==> src/servo_drive_enable_sequencer_assert.svh <==
// Assertion macros for the servo drive enable sequencer
`ifndef SERVO_DRIVE_ENABLE_SEQUENCER_ASSERT_SVH
`define SERVO_DRIVE_ENABLE_SEQUENCER_ASSERT_SVH

// same-cycle implication, disabled while reset is high
`define SDES_ASSERT_NOW(label, clk, rst, cond, prop, msg) \
   label: assert property (@(posedge clk) disable iff (rst) (cond) |-> (prop)) \
      else $error(msg);

// next-cycle implication, disabled while reset is high
`define SDES_ASSERT_NEXT(label, clk, rst, cond, prop, msg) \
   label: assert property (@(posedge clk) disable iff (rst) (cond) |=> (prop)) \
      else $error(msg);

`endif

==> src/sdes_pkg.sv <==
// Shared types, constants and helpers of the servo drive enable sequencer
package sdes_pkg;

   localparam int MOTOR_COUNT = 8;
   localparam int MOTOR_W     = 3;

   // control words
   localparam logic [15:0] CW_SHUTDOWN      = 16'd6;
   localparam logic [15:0] CW_SWITCH_ON     = 16'd7;
   localparam logic [15:0] CW_ENABLE_OP     = 16'd15;
   localparam logic [15:0] RUN_TORQUE_LIMIT = 16'd5000;

   // status word bits
   localparam int SW_READY   = 0;
   localparam int SW_ON      = 1;
   localparam int SW_OP_EN   = 2;
   localparam int SW_FAULT   = 3;

   // phases
   localparam logic [2:0] PHASE_INITIAL  = 3'd0;
   localparam logic [2:0] PHASE_ENABLING = 3'd1;
   localparam logic [2:0] PHASE_RUNNING  = 3'd2;
   localparam logic [2:0] PHASE_FAULT    = 3'd3;
   localparam logic [2:0] PHASE_SWITCH   = 3'd4;

   // mode-switch sub-steps
   localparam logic [2:0] SUB_IDLE      = 3'd0;
   localparam logic [2:0] SUB_SET_MODE  = 3'd1;
   localparam logic [2:0] SUB_SWITCH_ON = 3'd2;
   localparam logic [2:0] SUB_ENABLE    = 3'd3;
   localparam logic [2:0] SUB_DONE      = 3'd4;

   // drive operating modes
   localparam logic signed [7:0] MODE_POSITION = 8'sd8;
   localparam logic signed [7:0] MODE_VELOCITY = 8'sd9;
   localparam logic signed [7:0] MODE_TORQUE   = 8'sd10;

   // target mode selector codes
   localparam logic [1:0] TM_VELOCITY = 2'd1;
   localparam logic [1:0] TM_TORQUE   = 2'd2;

   // reciprocal division: q = (op * RECIP) >> 32, then one correction step
   localparam int OP_W    = 31;
   localparam int RECIP_W = 29;
   localparam int PROD_W  = OP_W + RECIP_W;
   localparam int QUOT_W  = PROD_W - 32;
   localparam int REM_W   = 34;
   localparam logic [RECIP_W-1:0] VEL_RECIP = 29'd286331153;  // floor(2^32 / 15)
   localparam logic [RECIP_W-1:0] POS_RECIP = 29'd95443717;   // floor(2^32 / 45)
   localparam int VEL_DIV = 15;
   localparam int POS_DIV = 45;

   typedef struct packed {
      logic [2:0]  phase;
      logic [2:0]  substep;
      logic [15:0] control;
      logic [7:0]  mode;
      logic [31:0] position;
      logic [31:0] velocity;
      logic [15:0] torque;
      logic [15:0] limit;
   } entry_type;

   typedef struct packed {
      logic [MOTOR_W-1:0] motor_index;
      logic [15:0]        drive_status;
      logic signed [7:0]  drive_mode;
      logic [31:0]        actual_position;
   } req_type;

   typedef struct packed {
      logic [31:0] velocity;
      logic [31:0] position;
      logic [15:0] torque;
   } scaled_type;

   function automatic logic signed [7:0] want_mode(input logic [15:0] modes,
                                                   input logic [MOTOR_W-1:0] idx);
      logic [1:0] sel;
      sel = 2'(modes >> {idx, 1'b0});
      case (sel)
         TM_VELOCITY: want_mode = MODE_VELOCITY;
         TM_TORQUE:   want_mode = MODE_TORQUE;
         default:     want_mode = MODE_POSITION;
      endcase
   endfunction

endpackage

==> src/sdes_entry_ram.sv <==
// Per-motor state memory with registered read and reset-cleared valid bits
module sdes_entry_ram import sdes_pkg::*; (
   input  logic               clock,
   input  logic               reset,
   input  logic               rd_en,
   input  logic [MOTOR_W-1:0] rd_addr,
   output entry_type          rd_entry,
   input  logic               wr_en,
   input  logic [MOTOR_W-1:0] wr_addr,
   input  entry_type          wr_entry
);

   entry_type              mem_ff [MOTOR_COUNT];
   entry_type              rd_data_ff;
   logic                   rd_valid_ff;
   logic [MOTOR_COUNT-1:0] valid_ff;

   always_ff @(posedge clock) begin
      if (wr_en) begin
         mem_ff[wr_addr] <= wr_entry;
      end
      if (rd_en) begin
         rd_data_ff <= mem_ff[rd_addr];
      end
   end

   always_ff @(posedge clock) begin
      if (reset) begin
         valid_ff    <= '0;
         rd_valid_ff <= 1'b0;
      end else begin
         if (rd_en) begin
            rd_valid_ff <= valid_ff[rd_addr];
         end
         if (wr_en) begin
            valid_ff[wr_addr] <= 1'b1;
         end
      end
   end

   // an entry never written since reset reads as all zero
   assign rd_entry = rd_valid_ff ? rd_data_ff : '0;

endmodule

==> src/sdes_scaler.sv <==
// Setpoint scaling pipeline: magnitude, reciprocal multiply, correction, sign
module sdes_scaler import sdes_pkg::*; (
   input  logic               clock,
   input  logic               load,
   input  logic signed [31:0] setpoint,
   input  logic               vel_sel,
   output scaled_type         scaled
);

   logic [31:0]        sp_bits;
   logic [31:0]        mag_ff, mag_in;
   logic               neg_ff, neg_in;
   logic               vel_sel_ff, vel_sel_in;
   logic [47:0]        times_full;
   logic [OP_W-1:0]    op_ff, op_in;
   logic [15:0]        tor_ff, tor_in;
   logic [RECIP_W-1:0] recip;
   logic [PROD_W-1:0]  prod_ff, prod_in;
   logic [QUOT_W-1:0]  q0, q;
   logic [REM_W-1:0]   q0x, prod_d, rem, divisor;
   logic [31:0]        qx;
   scaled_type         res_ff, res_in;

   always_comb begin
      sp_bits    = setpoint;
      mag_in     = mag_ff;
      neg_in     = neg_ff;
      vel_sel_in = vel_sel_ff;
      if (load) begin
         neg_in     = sp_bits[31];
         mag_in     = sp_bits[31] ? (~sp_bits + 32'd1) : sp_bits;
         vel_sel_in = vel_sel;
      end

      // position: floor(|S| * 65535 / 2^18), then divide by 45
      times_full = {mag_ff, 16'd0} - {16'd0, mag_ff};
      op_in      = vel_sel_ff ? mag_ff[31:1] : {2'd0, times_full[46:18]};
      tor_in     = neg_ff ? (~mag_ff[31:16] + 16'd1) : mag_ff[31:16];

      recip   = vel_sel_ff ? VEL_RECIP : POS_RECIP;
      prod_in = PROD_W'(op_ff) * PROD_W'(recip);

      // estimate is exact or one short: fix with a single compare
      q0      = prod_ff[PROD_W-1:32];
      q0x     = REM_W'(q0);
      prod_d  = vel_sel_ff ? ((q0x << 4) - q0x)
                           : ((q0x << 5) + (q0x << 3) + (q0x << 2) + q0x);
      divisor = vel_sel_ff ? REM_W'(VEL_DIV) : REM_W'(POS_DIV);
      rem     = REM_W'(op_ff) - prod_d;
      q       = (rem >= divisor) ? (q0 + QUOT_W'(1)) : q0;
      qx      = 32'(q);

      res_in.velocity = neg_ff ? (~qx + 32'd1) : qx;
      res_in.position = neg_ff ? (~qx + 32'd1) : qx;
      res_in.torque   = tor_ff;
   end

   always_ff @(posedge clock) begin
      mag_ff     <= mag_in;
      neg_ff     <= neg_in;
      vel_sel_ff <= vel_sel_in;
      op_ff      <= op_in;
      tor_ff     <= tor_in;
      prod_ff    <= prod_in;
      res_ff     <= res_in;
   end

   assign scaled = res_ff;

endmodule

==> src/sdes_update.sv <==
// Next-entry logic: mode-change sequence, fault shutdown, enable walk, run
module sdes_update import sdes_pkg::*; (
   input  entry_type         cur,
   input  req_type           req,
   input  logic signed [7:0] want,
   input  scaled_type        scaled,
   output entry_type         nxt
);

   logic rdy, son, ope, fault;

   always_comb begin
      rdy   = req.drive_status[SW_READY];
      son   = req.drive_status[SW_ON];
      ope   = req.drive_status[SW_OP_EN];
      fault = req.drive_status[SW_FAULT];
      nxt   = cur;

      if ((req.drive_mode != want) || (cur.phase == PHASE_SWITCH)) begin
         nxt.phase = PHASE_SWITCH;
         case (cur.substep)
            SUB_SET_MODE: begin
               nxt.mode     = want;
               nxt.position = req.actual_position;
               nxt.velocity = '0;
               nxt.torque   = '0;
               nxt.control  = CW_SHUTDOWN;
               nxt.substep  = SUB_SWITCH_ON;
            end
            SUB_SWITCH_ON: begin
               if (!son && !ope && rdy) begin
                  nxt.control = CW_SWITCH_ON;
                  nxt.substep = SUB_ENABLE;
               end else begin
                  nxt.control = CW_SHUTDOWN;
               end
            end
            SUB_ENABLE: begin
               if (son) begin
                  if (ope) begin
                     nxt.substep = SUB_DONE;
                  end else begin
                     nxt.control = CW_ENABLE_OP;
                  end
               end else begin
                  nxt.control = CW_SWITCH_ON;
               end
            end
            SUB_DONE: begin
               if (req.drive_mode == want) begin
                  nxt.substep = SUB_IDLE;
                  nxt.phase   = PHASE_RUNNING;
               end
            end
            default: begin
               nxt.substep = SUB_SET_MODE;
            end
         endcase
      end else if (fault) begin
         nxt.phase   = PHASE_FAULT;
         nxt.control = CW_SHUTDOWN;
      end else begin
         if (!son && !rdy) begin
            nxt.control = CW_SHUTDOWN;
         end else if (!son) begin
            nxt.control = CW_SWITCH_ON;
         end else begin
            nxt.control = CW_ENABLE_OP;
         end
         if (ope) begin
            nxt.phase = PHASE_RUNNING;
            nxt.limit = RUN_TORQUE_LIMIT;
            if (want == MODE_VELOCITY) begin
               nxt.velocity = scaled.velocity;
            end else if (want == MODE_POSITION) begin
               nxt.position = scaled.position;
            end else begin
               nxt.torque = scaled.torque;
            end
         end else begin
            nxt.phase    = PHASE_ENABLING;
            nxt.position = req.actual_position;
            nxt.velocity = '0;
            nxt.torque   = '0;
         end
      end
   end

endmodule

==> src/servo_drive_enable_sequencer.sv <==
// Top level of the servo drive enable sequencer
//
// Master side of a CiA 402 drive state machine for up to eight motors.
// Input item: a motor's status word, reported mode, actual position and a
// Q16.16 setpoint, taken at a rising edge where start is high and busy low.
// Configuration: the target modes register is written through
// csr_write_enable and csr_write_data, two bits per motor; write it only
// while busy is low.
// Each item yields one transmit record on the rsp_ ports, marked by
// rsp_strobe for exactly one cycle; the receiver cannot stall, so the record
// must be taken in that cycle.
// States after the accepting edge: PREP, MUL, FIX, WRITE; rsp_strobe is
// registered from WRITE, and no new item is taken until idle again. The
// per-motor entry is read at the accepting edge and written back in WRITE;
// busy stays high across that read-modify-write and the four-stage scaling
// pipeline (magnitude, reciprocal multiply, correction, apply).
// Reset: synchronous, active high; all motor entries read as zero until
// first written, the target modes register clears and busy drops.
`include "servo_drive_enable_sequencer_assert.svh"

module servo_drive_enable_sequencer import sdes_pkg::*; (
   input  logic                clock,
   input  logic                reset,
   input  logic                start,
   output logic                busy,
   input  logic [MOTOR_W-1:0]  req_motor_index,
   input  logic [15:0]         req_drive_status,
   input  logic signed [7:0]   req_drive_mode_in,
   input  logic signed [31:0]  req_actual_position,
   input  logic signed [31:0]  req_setpoint,
   input  logic                csr_write_enable,
   input  logic [15:0]         csr_write_data,
   output logic                rsp_strobe,
   output logic [MOTOR_W-1:0]  rsp_motor_id,
   output logic [15:0]         rsp_command,
   output logic signed [7:0]   rsp_mode_request,
   output logic signed [31:0]  rsp_target_position,
   output logic signed [31:0]  rsp_target_velocity,
   output logic signed [15:0]  rsp_torque_demand,
   output logic [15:0]         rsp_torque_limit,
   output logic [2:0]          rsp_phase
);

   typedef enum logic [4:0] {
      ST_IDLE  = 5'b00001,
      ST_PREP  = 5'b00010,
      ST_MUL   = 5'b00100,
      ST_FIX   = 5'b01000,
      ST_WRITE = 5'b10000
   } state_type;

   state_type          state_ff, state_in;
   logic [15:0]        modes_ff, modes_in;
   req_type            req_ff, req_in;
   logic               rsp_strobe_ff, rsp_strobe_in;
   logic [MOTOR_W-1:0] rsp_id_ff, rsp_id_in;
   entry_type          rsp_entry_ff, rsp_entry_in;

   logic               accept;
   logic               write_back;
   logic signed [7:0]  want_acc, want_held;
   entry_type          cur_entry, nxt_entry;
   scaled_type         scaled;

   assign accept     = start && (state_ff == ST_IDLE);
   assign write_back = (state_ff == ST_WRITE);
   assign want_acc   = want_mode(modes_ff, req_motor_index);
   assign want_held  = want_mode(modes_ff, req_ff.motor_index);

   always_comb begin
      state_in = state_ff;
      unique case (state_ff)
         ST_IDLE:  if (start) state_in = ST_PREP;
         ST_PREP:  state_in = ST_MUL;
         ST_MUL:   state_in = ST_FIX;
         ST_FIX:   state_in = ST_WRITE;
         ST_WRITE: state_in = ST_IDLE;
         default:  state_in = ST_IDLE;
      endcase
   end

   always_comb begin
      modes_in = csr_write_enable ? csr_write_data : modes_ff;

      req_in = req_ff;
      if (accept) begin
         req_in.motor_index     = req_motor_index;
         req_in.drive_status    = req_drive_status;
         req_in.drive_mode      = req_drive_mode_in;
         req_in.actual_position = req_actual_position;
      end

      rsp_strobe_in = write_back;
      rsp_id_in     = write_back ? req_ff.motor_index : rsp_id_ff;
      rsp_entry_in  = write_back ? nxt_entry : rsp_entry_ff;
   end

   always_ff @(posedge clock) begin
      if (reset) begin
         state_ff      <= ST_IDLE;
         modes_ff      <= '0;
         rsp_strobe_ff <= 1'b0;
      end else begin
         state_ff      <= state_in;
         modes_ff      <= modes_in;
         rsp_strobe_ff <= rsp_strobe_in;
      end
   end

   always_ff @(posedge clock) begin
      req_ff       <= req_in;
      rsp_id_ff    <= rsp_id_in;
      rsp_entry_ff <= rsp_entry_in;
   end

   sdes_entry_ram u_ram (
      .clock    (clock),
      .reset    (reset),
      .rd_en    (accept),
      .rd_addr  (req_motor_index),
      .rd_entry (cur_entry),
      .wr_en    (write_back),
      .wr_addr  (req_ff.motor_index),
      .wr_entry (nxt_entry)
   );

   sdes_scaler u_scaler (
      .clock    (clock),
      .load     (accept),
      .setpoint (req_setpoint),
      .vel_sel  (want_acc == MODE_VELOCITY),
      .scaled   (scaled)
   );

   sdes_update u_update (
      .cur    (cur_entry),
      .req    (req_ff),
      .want   (want_held),
      .scaled (scaled),
      .nxt    (nxt_entry)
   );

   assign busy                = (state_ff != ST_IDLE);
   assign rsp_strobe          = rsp_strobe_ff;
   assign rsp_motor_id        = rsp_id_ff;
   assign rsp_command         = rsp_entry_ff.control;
   assign rsp_mode_request    = $signed(rsp_entry_ff.mode);
   assign rsp_target_position = $signed(rsp_entry_ff.position);
   assign rsp_target_velocity = $signed(rsp_entry_ff.velocity);
   assign rsp_torque_demand   = $signed(rsp_entry_ff.torque);
   assign rsp_torque_limit    = rsp_entry_ff.limit;
   assign rsp_phase           = rsp_entry_ff.phase;

   `SDES_ASSERT_NEXT(a_accept_starts, clock, reset, start && !busy, state_ff == ST_PREP, "lost")
   `SDES_ASSERT_NEXT(a_write_strobes, clock, reset, write_back, rsp_strobe && !busy, "no result")
   `SDES_ASSERT_NOW(a_strobe_idle, clock, reset, rsp_strobe, state_ff == ST_IDLE, "result in flight")
   `SDES_ASSERT_NOW(a_phase_legal, clock, reset, rsp_strobe, rsp_phase <= PHASE_SWITCH, "bad phase")

endmodule
==> config.mk <==
export PLATFORM = sky130hd
export DESIGN_NAME = servo_drive_enable_sequencer
export DESIGN_NICKNAME = d
export VERILOG_FILES = /design/src/sdes_pkg.sv /design/src/sdes_entry_ram.sv /design/src/sdes_scaler.sv /design/src/sdes_update.sv /design/src/servo_drive_enable_sequencer.sv
export VERILOG_INCLUDE_DIRS = /design/src /design/src/src
export SDC_FILE = /design/constraint.sdc
export NUM_CORES = 2
export LEC_CHECK = 0
export BUFFER_PORTS_ARGS = -buffer_cell sky130_fd_sc_hd__clkbuf_2
export CAP_MARGIN = 20
export CORE_UTILIZATION = 41
export DETAILED_ROUTE_END_ITERATION = 7
export PLACE_DENSITY_LB_ADDON = 0.3
export SLEW_MARGIN = 10
export SYNTH_ARGS = -nofsm -noshare
export SYNTH_HDL_FRONTEND = slang
export SYNTH_HIERARCHICAL = 1
export SYNTH_SLANG_ARGS = --single-unit
==> constraint.sdc <==
create_clock -name clock -period 25.2 [get_ports clock]
set_input_delay 2.52 -clock clock [delete_from_list [all_inputs] [get_ports clock]]
set_output_delay 2.52 -clock clock [all_outputs]
set_load 0.005 [all_outputs]
* After elaboration in Yosys (flattened, before gate mapping)
Memories as Yosys holds them, arrays and structs flattened. A register that Yosys moved wholly into a read port is not among the register bits.
Cells that the tools add are included.
** Word-level totals
- Input bits :: 111
- Bits in read-only memories :: 0
- Memory bits (writable) :: 1008
- Bits in latches :: 0
- Bits in registers :: 393
- Output and inout port bits :: 128
- Memories kept :: 1
** Memories
- u_ram.mem_ff :: depth 8, width 126, read ports 1, clocked after memory_dff 1, wr ports 1, RTL line sdes_entry_ram.sv:13 : entry_type mem_ff [MOTOR_COUNT];
** Cells by class
- $lt $le $gt $ge :: 4
- Eq/ne operators :: 21
- Add/subtract/negate cells :: 10
- Shift operators :: 2
- Div/mod/pow operators :: 0
- Muxes and demuxes :: 49
- Reductions and logical operators :: 9
- Multiply operators :: 1
- Bitwise operators :: 4
** Operators with widths (count)
- 2-to-1 mux 16 bit :: 10
- 2-to-1 mux 80 bit :: 2
- 2-to-1 mux 126 bit :: 1
- 2-to-1 mux 32 bit :: 3
- 2-to-1 mux 96 bit :: 1
- 2-to-1 mux 88 bit :: 1
- adder 32 x 1 -> 32 bit, second input constant :: 2
- multiplier 31 x 29 -> 60 bit :: 1
- 2-to-1 mux 29 bit :: 2
- 2-to-1 mux 28 bit :: 2
- one-hot mux 16 bit (3 select lines) :: 1
- subtractor 47 x 32 -> 47 bit :: 1
- adder 33 x 31 -> 34 bit :: 1
- adder 34 x 28 -> 34 bit :: 1
- adder 34 x 30 -> 34 bit :: 1
- >= comparator 34 bit :: 1
- 2-to-1 mux 34 bit :: 1
- subtractor 31 x 34 -> 34 bit :: 1
- subtractor 32 x 28 -> 33 bit :: 1
- inverter 28 -> 32 bit :: 1
- inverter 32 bit :: 1
- >> shifter 16 x 4 -> 2 bit :: 2
- 2-to-1 mux 31 bit :: 1
- adder 28 x 1 -> 28 bit, second input constant :: 1
- other kinds (36) :: 60

* Logic depth before layout (Yosys ltp)
- Word-level depth :: 10
- Mapped depth :: 47
- Mapped depth without buffers :: 44

* Cells and area by module
Netlist, hierarchy kept.
** By module, submodules not included
- sdes_entry_ram :: times used 1, seq. area each 34232.8 µm², cells each 1763, area an instance 43192.7 µm²
- sdes_scaler :: times used 1, seq. area each 3483.3 µm², cells each 3189, area an instance 29081.6 µm²
- servo_drive_enable_sequencer :: times used 1, seq. area each 5995.8 µm², cells each 288, area an instance 6613.8 µm²
- sdes_update :: times used 1, seq. area each 0.0 µm², cells each 357, area an instance 2279.7 µm²

* Least setup slack after synthesis
OpenSTA, ideal clock, no wires.
- Path kind :: register to register
- Start point :: register state_ff[3]
- End point :: memory u_ram/mem_ff[0][0] in the netlist's numbering, enable pin
- Cell stages (with the launch flop) :: 4
- Library setup time :: 0.967 ns
- Required time :: 24.233 ns
- Data arrival time :: 18.428 ns
- Slack :: 5.806 ns
- Period minus slack after synthesis :: 19.394 ns
- Cells stage by stage :: dfxtp_1 > or3_1 > nor3b_2 > nor4b_1
** Between the ends
- Cells in the longest elaborated chain, start to end :: 3
** RTL lines
- start: declaration :: RTL line servo_drive_enable_sequencer.sv:52 : state_type state_ff, state_in;
- start signal: assignment :: RTL line servo_drive_enable_sequencer.sv:104 : state_ff <= state_in;
- == test 5 bit :: RTL line servo_drive_enable_sequencer.sv:66 : assign write_back = (state_ff == ST_WRITE);
- net rsp_strobe_in :: RTL line servo_drive_enable_sequencer.sv:55 : logic rsp_strobe_ff, rsp_strobe_in;
- 2-to-1 mux 1 bit :: RTL line sdes_entry_ram.sv:19 : if (wr_en) begin
- 2-to-1 mux 1 bit (not written as such) :: RTL line sdes_entry_ram.sv:20 : mem_ff[wr_addr] <= wr_entry;
- end: declaration :: RTL line sdes_entry_ram.sv:13
The timed path passes the listed nets, and every way through them passes these cells.

==> metrics.log <==
[metrics] syn avg cell area: roughly 14 sq um
[metrics] unrepaired setup endpoints after global routing: false
[metrics] origin of the worst min-delay path: u_scaler/tor_ff[5]
[metrics] Final setup violation count: 0
[metrics] initial core utilization: 0.414
[metrics] met2 wire len: 95,800 um
[metrics] number of fillers in the final layout: approximately 17,000
[metrics] HPWL Detailed: 126,000 um
[metrics] slowest cell on the critical path: dfxtp_1
[metrics] routed length per instance: between 20 and 25 um
[metrics] Critical Path Source: u_scaler/prod_ff[44]
[metrics] relative max-transition margin: 0.273
[metrics] Syn Inst Count: approximately 5,600
[metrics] critical path startpoint category: flop
[metrics] Row Count: 162
[metrics] Max Transition Viols Final: 0
[metrics] clock network latency to the later pin of the worst-skew pair: slightly below 0.8 ns
[metrics] number of gates given a new drive strength after cts: 0
[metrics] Final Cycle Share: 0.467
[metrics] number of hold violations in the final report: 0
[metrics] element type at the critical path end: flop
[metrics] total clock buffers created by CTS: between 100 and 150
[metrics] TritonCTS clock tree: done
[metrics] Initial DRT Pass Iterations: 5
[metrics] violation count after the first detailed-routing iteration: between 2,000 and 3,000
[metrics] cts hold-fix bufs: 0
[metrics] worst flop-to-flop path startpoint: u_scaler/prod_ff[44]
[metrics] aggregate global routing overflow: 0
[metrics] number of antenna violations at the first check in global routing: 2
[metrics] number of clock sinks seen by CTS: roughly 1,500
[metrics] met3 wirelength from detailed routing: between 9000 and 10,000 um
[metrics] pin count of the biggest net entering global routing: between 100 and 150
[metrics] clock-pin slew on the worst setup and hold paths: 0.07 ns
[metrics] outcome: finished clean
[metrics] CP max stage delay: between 0.7 and 0.8 ns
[metrics] layout cells sized above 1: 0.154
[metrics] buffers added on ports: around 230
[metrics] gpl congestion: between 0.8 and 0.9
[metrics] vias post-DR: roughly 46,000
[metrics] CP Max Fanout: 18
[metrics] synthesis-to-finish area growth: 11.1%
[metrics] setup clock skew after layout: just over 0.03 ns
[metrics] Detailed Route WL: between 150,000 and 200,000 um
[metrics] total buffers and inverters traversed by the critical path: 4
[metrics] number of levels in the clock H-tree: 4
[metrics] Setup TNS: 0 ns
[metrics] Post-Syn Area: slightly above 80,000 sq um
[metrics] data arrival time of the critical path: between 10 and 15 ns
[metrics] kind of critical path: reg -> reg
[metrics] max-capacitance violation count: 0
[metrics] min-delay worst type: reg -> reg
[metrics] final design utilization: 0.460
[metrics] DRC violations left: 0
[metrics] delay-heaviest family, CP: compound AO/OA/AOI/OAI gates
[metrics] Top Layer Used: met5
[metrics] required time at the endpoint of the critical path: roughly 26 ns
[metrics] total routed wire length on the met1 layer: ~80,000 um
[metrics] via count of the first global-routing pass: 47,820
[metrics] slew at the pin with the worst max-slew slack: 1.09 ns
[metrics] root buffer selected by CTS: clkbuf_16
[metrics] number of buffers on the longest clock path: 3
[metrics] global-route wire length before repair: 292,000 um
[metrics] die boundary height: between 400 and 500 um
[metrics] via count normalized by instance count: 5.33
[metrics] fmax: ~0.085 GHz
[metrics] I/O pin total: between 200 and 250
[metrics] Yosys Warn Count: 6
[metrics] post-CTS repair timing setup buffer count: 0
[metrics] die footprint: around 200,000 sq um
[metrics] crit path time final: ~12 ns
[metrics] gr usage total: 0.194
[metrics] antenna-violating nets left: 0
[metrics] horizontal die dimension: around 450 um
[metrics] standard cell core area: a little under 200,000 sq um
[metrics] Layout Nets: about 7,000
## per-layer routing
layer,global-route usage,vias to the layer above
li1,-,20945
met1,0.255,23802
met2,0.334,1115
met3,0.0279,245
met4,0.0557,2
met5,0,-
## cell type report
| type | instances | area [sq um] | share of cell area |
|---|---|---|---|
| antenna | 1 | 2.50 | 0.0000279 |
| timing repair buffer | 294 | 1740 | 0.0194 |
| clock inverter | 87 | 843 | 0.00939 |
| tap | 2624 | 3280 | 0.0366 |
| clock buffer | 180 | 3920 | 0.0436 |
| sequential | 1495 | 43400 | 0.483 |
| inverter | 715 | 2680 | 0.0299 |
| multi-input combinational | 3259 | 34000 | 0.378 |
## final timing paths
check	end	slack (ns)	cells past startpoint
worst max-delay path	u_scaler/scaled[74]	13.44	41
worst min-delay path	u_scaler/scaled[5]	0.33	0
worst max register to register	u_scaler/scaled[74]	13.44	41
worst min register to register	u_scaler/scaled[5]	0.33	0
## stage by stage
stage | hold slack [ns] | setup slack [ns] | cells | cell area, sq um
2_1_floorplan | 0.310 | 5.81 | 5680 | 81200
3_3_place_gp | 0.313 | 13.76 | 8382 | 85000
3_5_place_dp | 0.313 | 13.62 | 8383 | 85000
4_1_cts | 0.327 | 13.61 | 8650 | 89700
5_1_grt | 0.331 | 12.63 | 8654 | 89800
6_report | 0.327 | 13.44 | 8655 | 89800
## flip-flops by register name, indices dropped and copies added (netlist names), 16 cells and up
signal,count
u_ram/mem_ff,1008
u_ram/rd_data_ff,126
u_scaler/scaled,48
req_ff,47
rsp_target_position,32
rsp_target_velocity,32
u_scaler/mag_ff,32
u_scaler/op_ff,31
u_scaler/prod_ff,28
modes_ff,16
rsp_command,16
rsp_torque_demand,16
rsp_torque_limit,16
u_scaler/tor_ff,16
## cells in the final DEF (no fill, tap or decap), types with 25 or more instances in the layout
master        n
edfxtp_1   1341
inv_1       712
ha_1        489
fa_1        393
nand2_1     223
clkbuf_2    223
mux4_2      197
nor2_1      179
xnor2_1     171
a21oi_1     165
and2_1      164
dfxtp_1     153
clkbuf_16   149
mux2_2      135
conb_1       99
o21ai_0      98
a21o_1       77
nor2b_1      63
mux4_1       60
buf_4        60
nor3_1       59
a22o_1       49
nand3_1      45
xor2_1       42
o22ai_1      37
a31oi_1      36
o221a_2      32
o21a_1       29
nand2b_1     29
mux2i_1      27
clkinv_1     27
clkinv_2     27
o31ai_1      27
nand4_1      25
Power is left out: the tool's default activity adds up to more than one toggle a clock period on the data nets, which glitch-free logic cannot reach.
